[src/rtl/gaps_pkg.sv]
`timescale 1ns / 1ps
package gaps_pkg;

  localparam int GridW   = 8;
  localparam int GridH   = 8;
  localparam int NCells  = GridW * GridH;
  localparam int CoordW  = 3;
  localparam int CellW   = 6;
  localparam int CountW  = 7;
  localparam int WeightW = 10;
  localparam int ScoreW  = 12;

  localparam logic [WeightW-1:0] InitWeight = 10'd1000;
  localparam logic [WeightW-1:0] StepCost   = 10'd10;

  typedef logic [CellW-1:0]  cell_t;
  typedef logic [CoordW-1:0] coord_t;

  typedef enum logic [1:0] {
    NB_UP    = 2'd0,
    NB_LEFT  = 2'd1,
    NB_RIGHT = 2'd2,
    NB_DOWN  = 2'd3
  } nb_dir_t;

  typedef enum logic [0:0] {
    REQ_MAP_WRITE = 1'b0,
    REQ_SEARCH    = 1'b1
  } req_t;

  typedef struct packed {
    logic   ok;
    coord_t x;
    coord_t y;
  } nb_t;

  // datapath commands from the sequencer
  typedef struct packed {
    logic map_wr;
    logic load;
    logic visit;
    logic rlx_rd;
    logic rlx_wr;
    logic scan_init;
    logic vl_rd;
    logic nb_rd;
    logic nb_cmp;
    logic round_end;
    logic path_init;
    logic par_rd;
    logic par_push;
    logic emit_init;
    logic emit_rd;
    logic emit_ld;
    logic single_ld;
    logic single_found;
  } cmd_t;

  typedef struct packed {
    logic at_goal;
    logic same_sg;
    logic k_last;
    logic i_last;
    logic rounds_done;
    logic path_done;
    logic emit_last;
    logic out_free;
  } sts_t;

  // neighbour of (x, y) in direction k, ok clear when it leaves the grid
  function automatic nb_t nb_of(input coord_t x, input coord_t y, input nb_dir_t k);
    nb_t r;
    r.ok = 1'b1;
    r.x  = x;
    r.y  = y;
    unique case (k)
      NB_UP: begin
        r.ok = (y != '0);
        r.y  = y - 1'b1;
      end
      NB_LEFT: begin
        r.ok = (x != '0);
        r.x  = x - 1'b1;
      end
      NB_RIGHT: begin
        r.ok = (x != coord_t'(GridW - 1));
        r.x  = x + 1'b1;
      end
      NB_DOWN: begin
        r.ok = (y != coord_t'(GridH - 1));
        r.y  = y + 1'b1;
      end
      default: r.ok = 1'b0;
    endcase
    return r;
  endfunction

endpackage

[src/rtl/grid_astar_path_search_unit.sv]
`timescale 1ns / 1ps
// 8x8 grid path search, four neighbours with a manhattan estimate. a map word
// (tuser 0) loads one row of the walkable bitmap. a search word (tuser 1) runs
// up to 64 rounds; each round's scan reads every cell in the visit list and
// the single-port weight memory once per neighbour. a found path is then
// traced back and sent out, path cells from the first step after the start to
// the goal, tlast on the goal. start equal to goal gives one word with found
// set and no cell; failure gives one word with found clear. input is taken
// only while no search is running.
module grid_astar_path_search_unit import gaps_pkg::*; (
  input  logic        clk,
  input  logic        rst_n,
  input  logic        in_tvalid,
  output logic        in_tready,
  // row_index[2:0] row_walkable[10:3] start_x[13:11] start_y[16:14]
  // goal_x[19:17] goal_y[22:20]
  input  logic [23:0] in_tdata,
  // req_type[0]
  input  logic [0:0]  in_tuser,
  output logic        out_tvalid,
  input  logic        out_tready,
  // cell_x[2:0] cell_y[5:3]
  output logic [7:0]  out_tdata,
  // found[0] has_cell[1]
  output logic [1:0]  out_tuser,
  output logic        out_tlast
);

  cmd_t   cmd;
  sts_t   sts;
  coord_t cell_x, cell_y;
  logic   found, has_cell;

  gaps_ctrl u_ctrl (
    .clk         (clk),
    .rst_n       (rst_n),
    .in_valid    (in_tvalid),
    .in_req_type (in_tuser[0]),
    .in_ready    (in_tready),
    .sts         (sts),
    .cmd         (cmd)
  );

  gaps_dp u_dp (
    .clk             (clk),
    .rst_n           (rst_n),
    .cmd             (cmd),
    .sts             (sts),
    .in_row_index    (in_tdata[2:0]),
    .in_row_walkable (in_tdata[10:3]),
    .in_start_x      (in_tdata[13:11]),
    .in_start_y      (in_tdata[16:14]),
    .in_goal_x       (in_tdata[19:17]),
    .in_goal_y       (in_tdata[22:20]),
    .out_ready       (out_tready),
    .out_valid       (out_tvalid),
    .out_found       (found),
    .out_has_cell    (has_cell),
    .out_cell_x      (cell_x),
    .out_cell_y      (cell_y),
    .out_last        (out_tlast)
  );

  assign out_tdata = {2'b00, cell_y, cell_x};
  assign out_tuser = {has_cell, found};

endmodule

[src/rtl/gaps_ctrl.sv]
`timescale 1ns / 1ps
module gaps_ctrl import gaps_pkg::*; (
  input  logic clk,
  input  logic rst_n,
  input  logic in_valid,
  input  logic in_req_type,
  output logic in_ready,
  input  sts_t sts,
  output cmd_t cmd
);

  typedef enum logic [13:0] {
    ST_IDLE      = 14'b00000000000001,
    ST_VISIT     = 14'b00000000000010,
    ST_RLX_RD    = 14'b00000000000100,
    ST_RLX_WR    = 14'b00000000001000,
    ST_SCAN_VL   = 14'b00000000010000,
    ST_SCAN_RD   = 14'b00000000100000,
    ST_SCAN_CMP  = 14'b00000001000000,
    ST_ROUND_END = 14'b00000010000000,
    ST_PATH      = 14'b00000100000000,
    ST_PATH_PUSH = 14'b00001000000000,
    ST_EMIT_RD   = 14'b00010000000000,
    ST_EMIT      = 14'b00100000000000,
    ST_FAIL      = 14'b01000000000000,
    ST_EMPTY     = 14'b10000000000000
  } state_t;

  state_t state_r, state_nxt;

  assign in_ready = (state_r == ST_IDLE);

  always_comb begin
    state_nxt = state_r;
    cmd       = '0;
    unique case (state_r)
      ST_IDLE: begin
        if (in_valid) begin
          if (req_t'(in_req_type) == REQ_SEARCH) begin
            cmd.load  = 1'b1;
            state_nxt = ST_VISIT;
          end else begin
            cmd.map_wr = 1'b1;
          end
        end
      end
      ST_VISIT: begin
        cmd.visit = 1'b1;
        if (sts.at_goal) begin
          if (sts.same_sg) begin
            state_nxt = ST_EMPTY;
          end else begin
            cmd.path_init = 1'b1;
            state_nxt     = ST_PATH;
          end
        end else begin
          state_nxt = ST_RLX_RD;
        end
      end
      ST_RLX_RD: begin
        cmd.rlx_rd = 1'b1;
        state_nxt  = ST_RLX_WR;
      end
      ST_RLX_WR: begin
        cmd.rlx_wr = 1'b1;
        if (sts.k_last) begin
          cmd.scan_init = 1'b1;
          state_nxt     = ST_SCAN_VL;
        end else begin
          state_nxt = ST_RLX_RD;
        end
      end
      ST_SCAN_VL: begin
        cmd.vl_rd = 1'b1;
        state_nxt = ST_SCAN_RD;
      end
      ST_SCAN_RD: begin
        cmd.nb_rd = 1'b1;
        state_nxt = ST_SCAN_CMP;
      end
      ST_SCAN_CMP: begin
        cmd.nb_cmp = 1'b1;
        priority if (sts.k_last && sts.i_last) state_nxt = ST_ROUND_END;
        else if (sts.k_last)                   state_nxt = ST_SCAN_VL;
        else                                   state_nxt = ST_SCAN_RD;
      end
      ST_ROUND_END: begin
        cmd.round_end = 1'b1;
        state_nxt     = sts.rounds_done ? ST_FAIL : ST_VISIT;
      end
      ST_PATH: begin
        if (sts.path_done) begin
          cmd.emit_init = 1'b1;
          state_nxt     = ST_EMIT_RD;
        end else begin
          cmd.par_rd = 1'b1;
          state_nxt  = ST_PATH_PUSH;
        end
      end
      ST_PATH_PUSH: begin
        cmd.par_push = 1'b1;
        state_nxt    = ST_PATH;
      end
      ST_EMIT_RD: begin
        cmd.emit_rd = 1'b1;
        state_nxt   = ST_EMIT;
      end
      ST_EMIT: begin
        if (sts.out_free) begin
          cmd.emit_ld = 1'b1;
          state_nxt   = sts.emit_last ? ST_IDLE : ST_EMIT_RD;
        end
      end
      ST_FAIL: begin
        if (sts.out_free) begin
          cmd.single_ld = 1'b1;
          state_nxt     = ST_IDLE;
        end
      end
      ST_EMPTY: begin
        if (sts.out_free) begin
          cmd.single_ld    = 1'b1;
          cmd.single_found = 1'b1;
          state_nxt        = ST_IDLE;
        end
      end
      default: state_nxt = ST_IDLE;
    endcase
  end

  always_ff @(posedge clk) begin
    if (!rst_n) begin
      state_r <= ST_IDLE;
    end else begin
      state_r <= state_nxt;
    end
  end

endmodule

[src/rtl/gaps_dp.sv]
`timescale 1ns / 1ps
module gaps_dp import gaps_pkg::*; (
  input  logic         clk,
  input  logic         rst_n,
  input  cmd_t         cmd,
  output sts_t         sts,
  input  coord_t       in_row_index,
  input  logic [GridW-1:0] in_row_walkable,
  input  coord_t       in_start_x,
  input  coord_t       in_start_y,
  input  coord_t       in_goal_x,
  input  coord_t       in_goal_y,
  input  logic         out_ready,
  output logic         out_valid,
  output logic         out_found,
  output logic         out_has_cell,
  output coord_t       out_cell_x,
  output coord_t       out_cell_y,
  output logic         out_last
);

  logic [GridH-1:0][GridW-1:0] map_r;
  logic [NCells-1:0] visited_r;
  logic [NCells-1:0] wvalid_r;

  cell_t               cur_r, start_r, goal_r, bestc_r, d_r;
  logic [WeightW-1:0]  cw_r, bestw_r;
  logic [CountW-1:0]   vcount_r, n_r;
  logic [CellW-1:0]    round_r, i_r, e_r;
  logic [1:0]          k_r;
  logic [ScoreW-1:0]   best_r;
  logic                any_r;

  logic [WeightW-1:0] wmem [NCells];
  cell_t              pmem [NCells];
  cell_t              vmem [NCells];
  cell_t              smem [NCells];

  logic [WeightW-1:0] wq_r;
  logic               wvq_r;
  cell_t              pq_r, vlq_r, sq_r;

  cell_t              base;
  nb_t                nb;
  cell_t              nb_cell;
  logic               walk, vis, hit, better;
  logic [WeightW-1:0] w_eff, cw10;
  coord_t             dx, dy;
  logic [CoordW:0]    manh;
  logic [ScoreW-1:0]  score;

  // scan walks neighbours of visit-list entries, relax those of the current cell
  assign base    = (cmd.nb_rd || cmd.nb_cmp) ? vlq_r : cur_r;
  assign nb      = nb_of(base[CoordW-1:0], base[CellW-1:CoordW], nb_dir_t'(k_r));
  assign nb_cell = {nb.y, nb.x};
  assign walk    = nb.ok && map_r[nb.y][nb.x];
  assign vis     = visited_r[nb_cell];
  assign w_eff   = wvq_r ? wq_r : InitWeight;
  assign cw10    = cw_r + StepCost;
  assign hit     = walk && !vis && (w_eff > cw10);

  assign dx    = (goal_r[CoordW-1:0] > nb.x) ? goal_r[CoordW-1:0] - nb.x
                                             : nb.x - goal_r[CoordW-1:0];
  assign dy    = (goal_r[CellW-1:CoordW] > nb.y) ? goal_r[CellW-1:CoordW] - nb.y
                                                 : nb.y - goal_r[CellW-1:CoordW];
  assign manh  = {1'b0, dx} + {1'b0, dy};
  assign score = ScoreW'(w_eff) + (ScoreW'(manh) << 3) + (ScoreW'(manh) << 1);
  assign better = walk && !vis && (score < best_r);

  assign sts.at_goal     = (cur_r == goal_r);
  assign sts.same_sg     = (start_r == goal_r);
  assign sts.k_last      = (k_r == 2'(NB_DOWN));
  assign sts.i_last      = ({1'b0, i_r} == vcount_r - 1'b1);
  assign sts.rounds_done = (round_r == CellW'(NCells - 1));
  assign sts.path_done   = (d_r == start_r) || (n_r == CountW'(NCells));
  assign sts.emit_last   = (e_r == '0);
  assign sts.out_free    = !out_valid || out_ready;

  always_ff @(posedge clk) begin
    if (!rst_n) begin
      map_r     <= '0;
      visited_r <= '0;
      wvalid_r  <= '0;
      vcount_r  <= '0;
      round_r   <= '0;
      k_r       <= '0;
      i_r       <= '0;
      any_r     <= 1'b0;
      n_r       <= '0;
      e_r       <= '0;
      out_valid <= 1'b0;
    end else begin
      if (cmd.map_wr) begin
        map_r[in_row_index] <= in_row_walkable;
      end
      if (cmd.load) begin
        visited_r <= '0;
        wvalid_r  <= NCells'(1) << {in_start_y, in_start_x};
        vcount_r  <= '0;
        round_r   <= '0;
      end
      if (cmd.visit) begin
        visited_r[cur_r] <= 1'b1;
        if (!vcount_r[CountW-1]) begin
          vcount_r <= vcount_r + 1'b1;
        end
        k_r <= '0;
      end
      if (cmd.rlx_wr) begin
        k_r <= k_r + 1'b1;
        if (hit) begin
          wvalid_r[nb_cell] <= 1'b1;
        end
      end
      if (cmd.scan_init) begin
        i_r   <= '0;
        any_r <= 1'b0;
      end
      if (cmd.nb_cmp) begin
        k_r <= k_r + 1'b1;
        if (k_r == 2'(NB_DOWN)) begin
          i_r <= i_r + 1'b1;
        end
        if (better) begin
          any_r <= 1'b1;
        end
      end
      if (cmd.round_end) begin
        round_r <= round_r + 1'b1;
      end
      if (cmd.path_init) begin
        n_r <= CountW'(1);
      end
      if (cmd.par_push) begin
        n_r <= n_r + 1'b1;
      end
      if (cmd.emit_init) begin
        e_r <= CellW'(n_r - CountW'(2));
      end
      if (cmd.emit_ld) begin
        e_r <= e_r - 1'b1;
      end
      if (cmd.emit_ld || cmd.single_ld) begin
        out_valid <= 1'b1;
      end else if (out_ready) begin
        out_valid <= 1'b0;
      end
    end
  end

  // payload registers
  always_ff @(posedge clk) begin
    if (cmd.load) begin
      start_r <= {in_start_y, in_start_x};
      goal_r  <= {in_goal_y, in_goal_x};
      cur_r   <= {in_start_y, in_start_x};
      cw_r    <= '0;
    end
    if (cmd.scan_init) begin
      best_r <= '1;
    end
    if (cmd.nb_cmp && better) begin
      best_r  <= score;
      bestc_r <= nb_cell;
      bestw_r <= w_eff;
    end
    if (cmd.round_end && any_r) begin
      cur_r <= bestc_r;
      cw_r  <= bestw_r;
    end
    if (cmd.path_init) begin
      d_r <= goal_r;
    end
    if (cmd.par_push) begin
      d_r <= pq_r;
    end
    if (cmd.emit_ld) begin
      out_found    <= 1'b1;
      out_has_cell <= 1'b1;
      out_cell_x   <= sq_r[CoordW-1:0];
      out_cell_y   <= sq_r[CellW-1:CoordW];
      out_last     <= (e_r == '0);
    end else if (cmd.single_ld) begin
      out_found    <= cmd.single_found;
      out_has_cell <= 1'b0;
      out_cell_x   <= '0;
      out_cell_y   <= '0;
      out_last     <= 1'b1;
    end
  end

  // weight memory, absent entries read as the initial weight
  always_ff @(posedge clk) begin
    if (cmd.load) begin
      wmem[{in_start_y, in_start_x}] <= '0;
    end else if (cmd.rlx_wr && hit) begin
      wmem[nb_cell] <= cw10;
    end
    if (cmd.rlx_rd || cmd.nb_rd) begin
      wq_r  <= wmem[nb_cell];
      wvq_r <= wvalid_r[nb_cell];
    end
  end

  always_ff @(posedge clk) begin
    if (cmd.rlx_wr && hit) begin
      pmem[nb_cell] <= cur_r;
    end
    if (cmd.par_rd) begin
      pq_r <= pmem[d_r];
    end
  end

  always_ff @(posedge clk) begin
    if (cmd.visit && !vcount_r[CountW-1]) begin
      vmem[vcount_r[CellW-1:0]] <= cur_r;
    end
    if (cmd.vl_rd) begin
      vlq_r <= vmem[i_r];
    end
  end

  always_ff @(posedge clk) begin
    if (cmd.path_init) begin
      smem[0] <= goal_r;
    end else if (cmd.par_push) begin
      smem[n_r[CellW-1:0]] <= pq_r;
    end
    if (cmd.emit_rd) begin
      sq_r <= smem[e_r];
    end
  end

endmodule

[config.mk]
export PLATFORM = sky130hd
export DESIGN_NAME = grid_astar_path_search_unit
export DESIGN_NICKNAME = d
export VERILOG_FILES = /design/src/rtl/gaps_pkg.sv /design/src/rtl/grid_astar_path_search_unit.sv /design/src/rtl/gaps_ctrl.sv /design/src/rtl/gaps_dp.sv
export SDC_FILE = /design/constraint.sdc
export NUM_CORES = 2
export LEC_CHECK = 0
export ABC_AREA = 1
export BUFFER_PORTS_ARGS = -buffer_cell sky130_fd_sc_hd__buf_2
export CELL_PAD_IN_SITES_DETAIL_PLACEMENT = 1
export CELL_PAD_IN_SITES_GLOBAL_PLACEMENT = 1
export CORE_MARGIN = 3
export CORE_UTILIZATION = 52
export CTS_CLUSTER_DIAMETER = 200
export DETAILED_ROUTE_END_ITERATION = 10
export PLACE_DENSITY_LB_ADDON = 0.25
export SLEW_MARGIN = 20
export SYNTH_ARGS = -nofsm -noshare
export SYNTH_HDL_FRONTEND = slang
export SYNTH_HIERARCHICAL = 1
export SYNTH_SLANG_ARGS = --single-unit
[constraint.sdc]
create_clock -name clk -period 10.5 [get_ports clk]
set_clock_uncertainty 0.2 [all_clocks]
set_input_delay 1.575 -clock clk [delete_from_list [all_inputs] [get_ports clk]]
set_output_delay 1.575 -clock clk [all_outputs]
set_load 0.005 [all_outputs]
Word-level counts from Yosys, hierarchy flattened
Memories as Yosys holds them, arrays and structs flattened. A register that Yosys moved wholly into a read port is not among the register bits.
Index checks and enable logic that the tools add are counted.
{"block": "word_totals", "register_bits": 314, "ram_bits": 1792, "inputBits": 29, "output_inout_bits": 13, "mem_count": 4}
{"name": "u_dp.wmem", "depth": 64, "width": 10, "read_ports": 1, "rd_clocked_by_memory_dff": 1, "wr": 1, "line": "gaps_dp.sv:34", "source": "logic [WeightW-1:0] wmem [NCells];"}
{"name": "u_dp.pmem", "depth": 64, "width": 6, "read_ports": 1, "rd_clocked_by_memory_dff": 1, "wr": 1, "line": "gaps_dp.sv:35", "source": "cell_t pmem [NCells];"}
{"name": "u_dp.smem", "depth": 64, "width": 6, "read_ports": 1, "rd_clocked_by_memory_dff": 1, "wr": 1, "line": "gaps_dp.sv:37", "source": "cell_t smem [NCells];"}
{"name": "u_dp.vmem", "depth": 64, "width": 6, "read_ports": 1, "rd_clocked_by_memory_dff": 1, "wr": 1, "line": "gaps_dp.sv:36", "source": "cell_t vmem [NCells];"}
{"block": "op_classes", "add_sub_neg": 20, "n_lt_le_gt_ge": 12, "eq_ne": 29, "n_shift": 1, "muxes": 120, "bitwise": 2, "reduce_logical": 36}
{"cell": "2-to-1 mux 64 bit", "n": 7}
{"cell": "case mux 14 bit (13 select lines)", "n": 1}
{"cell": "bitwise OR 64 bit", "n": 2}
{"cell": "2-to-1 mux 6 bit", "n": 16}
{"cell": "2-to-1 mux 14 bit", "n": 6}
{"cell": "bitwise mux 64 bit", "n": 1}
{"cell": "<< shifter 1 x 6 -> 64 bit (first input constant)", "n": 1}
{"cell": "2-to-1 mux 1 bit", "n": 48}
{"cell": "2-to-1 mux 10 bit", "n": 4}
{"cell": "2-to-1 mux 7 bit", "n": 5}
{"cell": "binary-select mux 8 bit (select 3 bit)", "n": 1}
{"cell": "demux 8 bit (select 3 bit)", "n": 1}
{"cell": "2-to-1 mux 12 bit", "n": 2}
{"cell": "2-to-1 mux 8 bit", "n": 3}
{"cell": "2-to-1 mux 11 bit", "n": 2}
{"cell": "equality test 6 bit", "n": 3}
{"cell": "2-to-1 mux 3 bit", "n": 5}
{"cell": "adder 7 x 1 -> 7 bit (second input constant)", "n": 2}
{"cell": "equality test 14 x 1 -> 1 bit (second input constant)", "n": 1}
{"cell": "equality test 14 x 10 -> 1 bit (second input constant)", "n": 1}
{"cell": "equality test 14 x 11 -> 1 bit (second input constant)", "n": 1}
{"cell": "equality test 14 x 12 -> 1 bit (second input constant)", "n": 1}
{"cell": "equality test 14 x 13 -> 1 bit (second input constant)", "n": 1}
{"cell": "equality test 14 bit (second input constant)", "n": 1}
{"cell": "other kinds (55)", "n": 104}

Longest topological paths before layout
{"block": "logic_depth", "ltp_word": 19, "ltp_mapped": 48}

Cells and area by module
Netlist, hierarchy kept.
{"module": "gaps_dp", "n_inst": 1, "cells_each": 7304, "area_each_um2": 86754.5, "seq_area_each_um2": 61358.8}
{"module": "gaps_ctrl", "n_inst": 1, "cells_each": 180, "area_each_um2": 1114.8, "seq_area_each_um2": 280.3}
{"module": "grid_astar_path_search_unit", "n_inst": 1, "cells_each": 5, "area_each_um2": 33.8, "seq_area_each_um2": 0.0}

Worst setup path before layout
Ideal clock, no wire load.
{"block": "synth_timing", "path_type": "register -> register", "startpoint": "register u_dp.cur_r[0]", "endpoint": "register u_dp.bestc_r[0] (enable)", "setup_ns": 0.422, "arrival_time_ns": 8.369, "required_ns": 9.878, "setup_slack_ns": 1.509, "stages_incl_launch_ff": 41, "n_path_buf": 1, "period_less_slack_ns": 8.991, "path_cell_list": "edfxtp_1 > clkinv_1 > nand2_2 > nand2_1 > fa_1 > nand2_1 > nand2_1 > nor2_1 > inv_1 > nand2_1 > nand2_2 > inv_2 > clkbuf_1 > nor2_1 > nor2_1 > nand2_1 > o21ai_0 > nand2_1 > [5 not listed] > nand2_1 > fa_1 > ha_1 > nand3_1 > nand2_1 > a21oi_1 > o21ai_0 > a21oi_1 > nor2_1 > xor2_1 > inv_1 > ha_1 > a21o_1 > a21oi_1 > o21ai_0 > a21oi_1 > nand2_1 > clkinv_1"}
{"item": "start, declared", "line": "gaps_dp.sv:26", "source": "cell_t cur_r, start_r, goal_r, bestc_r, d_r;"}
{"item": "start signal, assigned", "line": "gaps_dp.sv:156", "source": "cur_r <= {in_start_y, in_start_x};"}
{"item": "start signal, assigned", "line": "gaps_dp.sv:168", "source": "cur_r <= bestc_r;"}
{"item": "end signal, assigned", "line": "gaps_dp.sv:164", "source": "bestc_r <= nb_cell;"}
{"item": "end, declared", "line": "gaps_dp.sv:26"}

==> impl_metrics.py <==
metrics = {
    "status": {
        "status": "finished, final reports clean",
    },
    "routing": {
        "drtPass1Iterations": 6,
        "drc_errors": 0,
        "num_vias": 61942,
        "via_per_inst": 6.32,
        "dr.first_iter.drc_count": 7042,
        "avgRoutedWirePerCell_um": 27.6,
        "postRouteAntennaNets": 0,
        "wl_mm": 271,
    },
    "synthesis": {
        "synth_warnings": 6,
        "synth_ff_type": "edfxtp_1",
        "syn_inst": 7489,
        "yosys-top-cells-area": "edfxtp_1 65%, dfxtp_1 5.6%, nand2_1 4.9%, nor2_1 4.8%, o21ai_0 4.6%",
        "synthAdderAreaFrac_pct": 1.05,
        "synthMuxAreaShare_pct": 0.0569,
        "syn_area_um2": 87900,
        "synth_edf_count": 1890,
        "yosys_register_bits": 2134,
        "ys_seq_area_share_pct": 70.1,
        "synth_top_family_by_area": "simple AND/OR/NAND/NOR gates",
        "synth_xor_area_share_pct": 0.269,
        "synth-compound-area-share_pct": 12.2,
        "async_flop_share_pct": 0,
        "yosys.area.top_type_share_pct": 64.6,
        "synthSimpleGateAreaFrac_pct": 12.7,
        "synth_top_area_cell": "edfxtp_1",
        "synth_cell_type_count": 71,
        "avgSynthCellArea_um2": 11.7,
    },
    "critical_path": {
        "startpoint": "u_ctrl/state_r[0]$_SDFFE_PN1P_",
        "cp.arrival_ps": 9520,
        "cp_top_family": "simple AND/OR/NAND/NOR gates",
        "crit_path_max_incr_delay_ps": 710,
        "crit_cells": 45,
        "cp.required_ps": 10660,
        "crit-reg2reg-launch": "u_ctrl/state_r[0]$_SDFFE_PN1P_",
        "start_kind": "register",
        "setup.worst_path.end_class": "register",
        "reg2reg_depth": 45,
        "crit_path_top_delay_cell": "clkinv_1",
        "path_class": "reg2reg",
        "crit_fanout": 23,
        "crit_top_cell": "nand2_1",
        "critical_path_buf_inv_count": 7,
        "r2r_setup_slack_ps": 1140,
    },
    "timing": {
        "finalHoldViolCount": 0,
        "fin_ws_ps": 1140,
        "rsz0062_at_grt": "no",
        "max_freq_ghz": 0.107,
        "finalSetupViolCount": 0,
        "timing.final.crit_share_pct": 89.1,
        "drv_slew": 0,
        "min_period_ps": 9360,
        "worst_pin_slew_ps": 1210,
        "tns_ps": 0,
        "relSlewSlack_pct": 18.5,
    },
    "final_layout": {
        "final_nets": 7510,
        "multiInputGateArea_um2": 23300,
        "final_common_cell": "edfxtp_1",
        "instances_no_fill": 9806,
        "layout-drive-gt1-share_pct": 8.23,
        "ff_latch_area_um2": 61700,
        "n_fill_cell": 16773,
        "area_delta_synth_final_pct": 10.5,
        "final_cell_mix": "1,890 x edfxtp_1, 1,141 x nand2_1, 1,089 x nor2_1",
    },
    "grt": {
        "grt_pass1_wl_mm": 405,
        "grt_pass1_vias": 64168,
        "grt_max_degree": 100,
        "antenna_found_initial": 13,
        "grt_overflow": 0,
        "grt.total_usage_pct": 30.7,
    },
    "floorplanning": {
        "die_area_um2": 174000,
        "start_util_pct": 52.4,
        "die_h_um": 417,
        "rows": 150,
        "coreArea_um2": 168000,
        "die_w_um": 417,
        "pin_count": 42,
    },
    "clock_tree": {
        "post_cts_buffers": 0,
        "clkTransAtPathRegs_ps": 60,
        "insertion_delay_ps": 880,
        "ctsResizeCount": 0,
        "cts_tree": "done",
        "cts_max_path_buffers": 3,
        "cts-root-buf": "clkbuf_16",
        "h-tree-depth": 4,
        "clock_sinks": 2134,
        "ctsHoldBuffers": 0,
        "numCtsBuffers": 216,
    },
    "placed_design": {
        "dp_cells": 9399,
        "pre_cts_slack_ps": 1260,
        "hpwlAfterDp_mm": 161,
        "place_congestion": 0.890,
        "io_buffers": 38,
    },
    "pwr": {
        "fin_total_pwr_uw": 19300,
        "leakage_uw": 0.0347,
        "p_per_area_nw_per_um2": 199,
        "ir_worst_vdd_v": 0.000220,
    },
    "min_path": {
        "worstHoldStart": "u_dp/map_r[26]$_SDFFE_PN0P_",
        "hold_depth": 2,
        "hold_class": "reg2reg",
    },
    "job": {
        "maxCapViolCount": 0,
    },
}
-- power breakdown --
| part | internal [uW] | switching [uW] | total (uW) |
|---|---|---|---|
| combinational | 624 | 1680 | 2310 |
| clock | 4300 | 3310 | 7600 |
| sequential | 9350 | 44.8 | 9400 |
-- synth_stat cells (15+ instances only) --
cell type     n
o211ai_1     33
nor3_1       29
nand2_4      15
nand2_2      21
xor2_1       20
dfxtp_1     244
inv_1       372
o22ai_1     245
a22oi_1      68
a22o_1       78
buf_2        24
nand3_1     156
ha_1         58
buf_1        31
nor2_1     1125
clkbuf_1    361
a21oi_1     228
o221ai_1     97
inv_2        18
nand2_1    1141
nand4_1      79
a221oi_1    108
o21ai_0     808
nand3b_1     18
edfxtp_1   1890
-- worst paths after layout --
check	end
worst max register to register	u_dp/bestw_r[3]$_DFFE_PP_
worst max-delay path	u_dp/bestw_r[3]$_DFFE_PP_
worst min-delay path	u_dp/map_r[26]$_SDFFE_PN0P_
worst min register to register	u_dp/map_r[26]$_SDFFE_PN0P_
-- registers in the layout, summed over array words and instances (netlist names), 7 cells and up --
signal / flops
u_dp/map_r: 64
u_dp/bestw_r: 10
u_ctrl/state_r: 14
u_dp/smem: 384
u_dp/best_r: 12
u_dp/pmem: 384
u_dp/wvalid_r: 64
u_dp/wq_r: 10
u_dp/vcount_r: 7
u_dp/visited_r: 64
u_dp/wmem: 640
u_dp/cw_r: 10
u_dp/n_r: 7
u_dp/vmem: 384
-- per-layer routing --
| layer | routed length (um) | vias up | global-route usage, % |
|---|---|---|---|
| met3 | 21000 | 637 | 4.82 |
| li1 | - | 26878 | - |
| met2 | 130000 | 2788 | 50.1 |
| met5 | 54 | - | 0 |
| met4 | 11100 | 8 | 12.5 |
| met1 | 109000 | 31631 | 41.5 |
-- cell type report --
cell class	instances	area share [%]
Sequential cell	2134	63.4
Multi-Input combinational cell	4521	24.0
Clock buffer	276	5.89
Tap cell	2204	2.84
Inverter	405	1.59
Clock inverter	127	1.23
Timing Repair Buffer	135	0.984
Antenna cell	4	0.0103
-- stage by stage --
stage / hold WS, ps / util (%) / cell area [um^2]
2_1_floorplan: 220 / - / 87900
3_3_place_gp: 240 / 53.8 / 90200
3_5_place_dp: 247 / 53.8 / 90200
4_1_cts: 256 / 57.9 / 97100
5_1_grt: 278 / 58.0 / 97200
6_report: 252 / 58.0 / 97200
-- worst reg2reg max path: cells and delay by family (launching register included) --
| family | cells | cell delay (ps) |
|---|---|---|
| and+or+nand+nor | 20 | 3080 |
| DFF | 1 | 400 |
| buffers and inverters | 7 | 1290 |
| adders and majority gates | 5 | 1860 |
| muxes | 1 | 280 |
| AOI/OAI and AO/OA | 10 | 1330 |
| xor gates and xnor gates | 2 | 360 |
-- kinds of logic after synthesis --
| kind of cell | count (synthesis) |
|---|---|
| flip-flops | 2134 |
| AND/OR/NAND/NOR | 2663 |
| AO/OA/AOI/OAI | 1756 |
| adder cells (fa/ha/maj) | 68 |
| other | 1 |
| buffers and inverters | 835 |
| XOR/XNOR | 27 |
| multiplexers | 5 |
(Power assumes the default switching activity.)
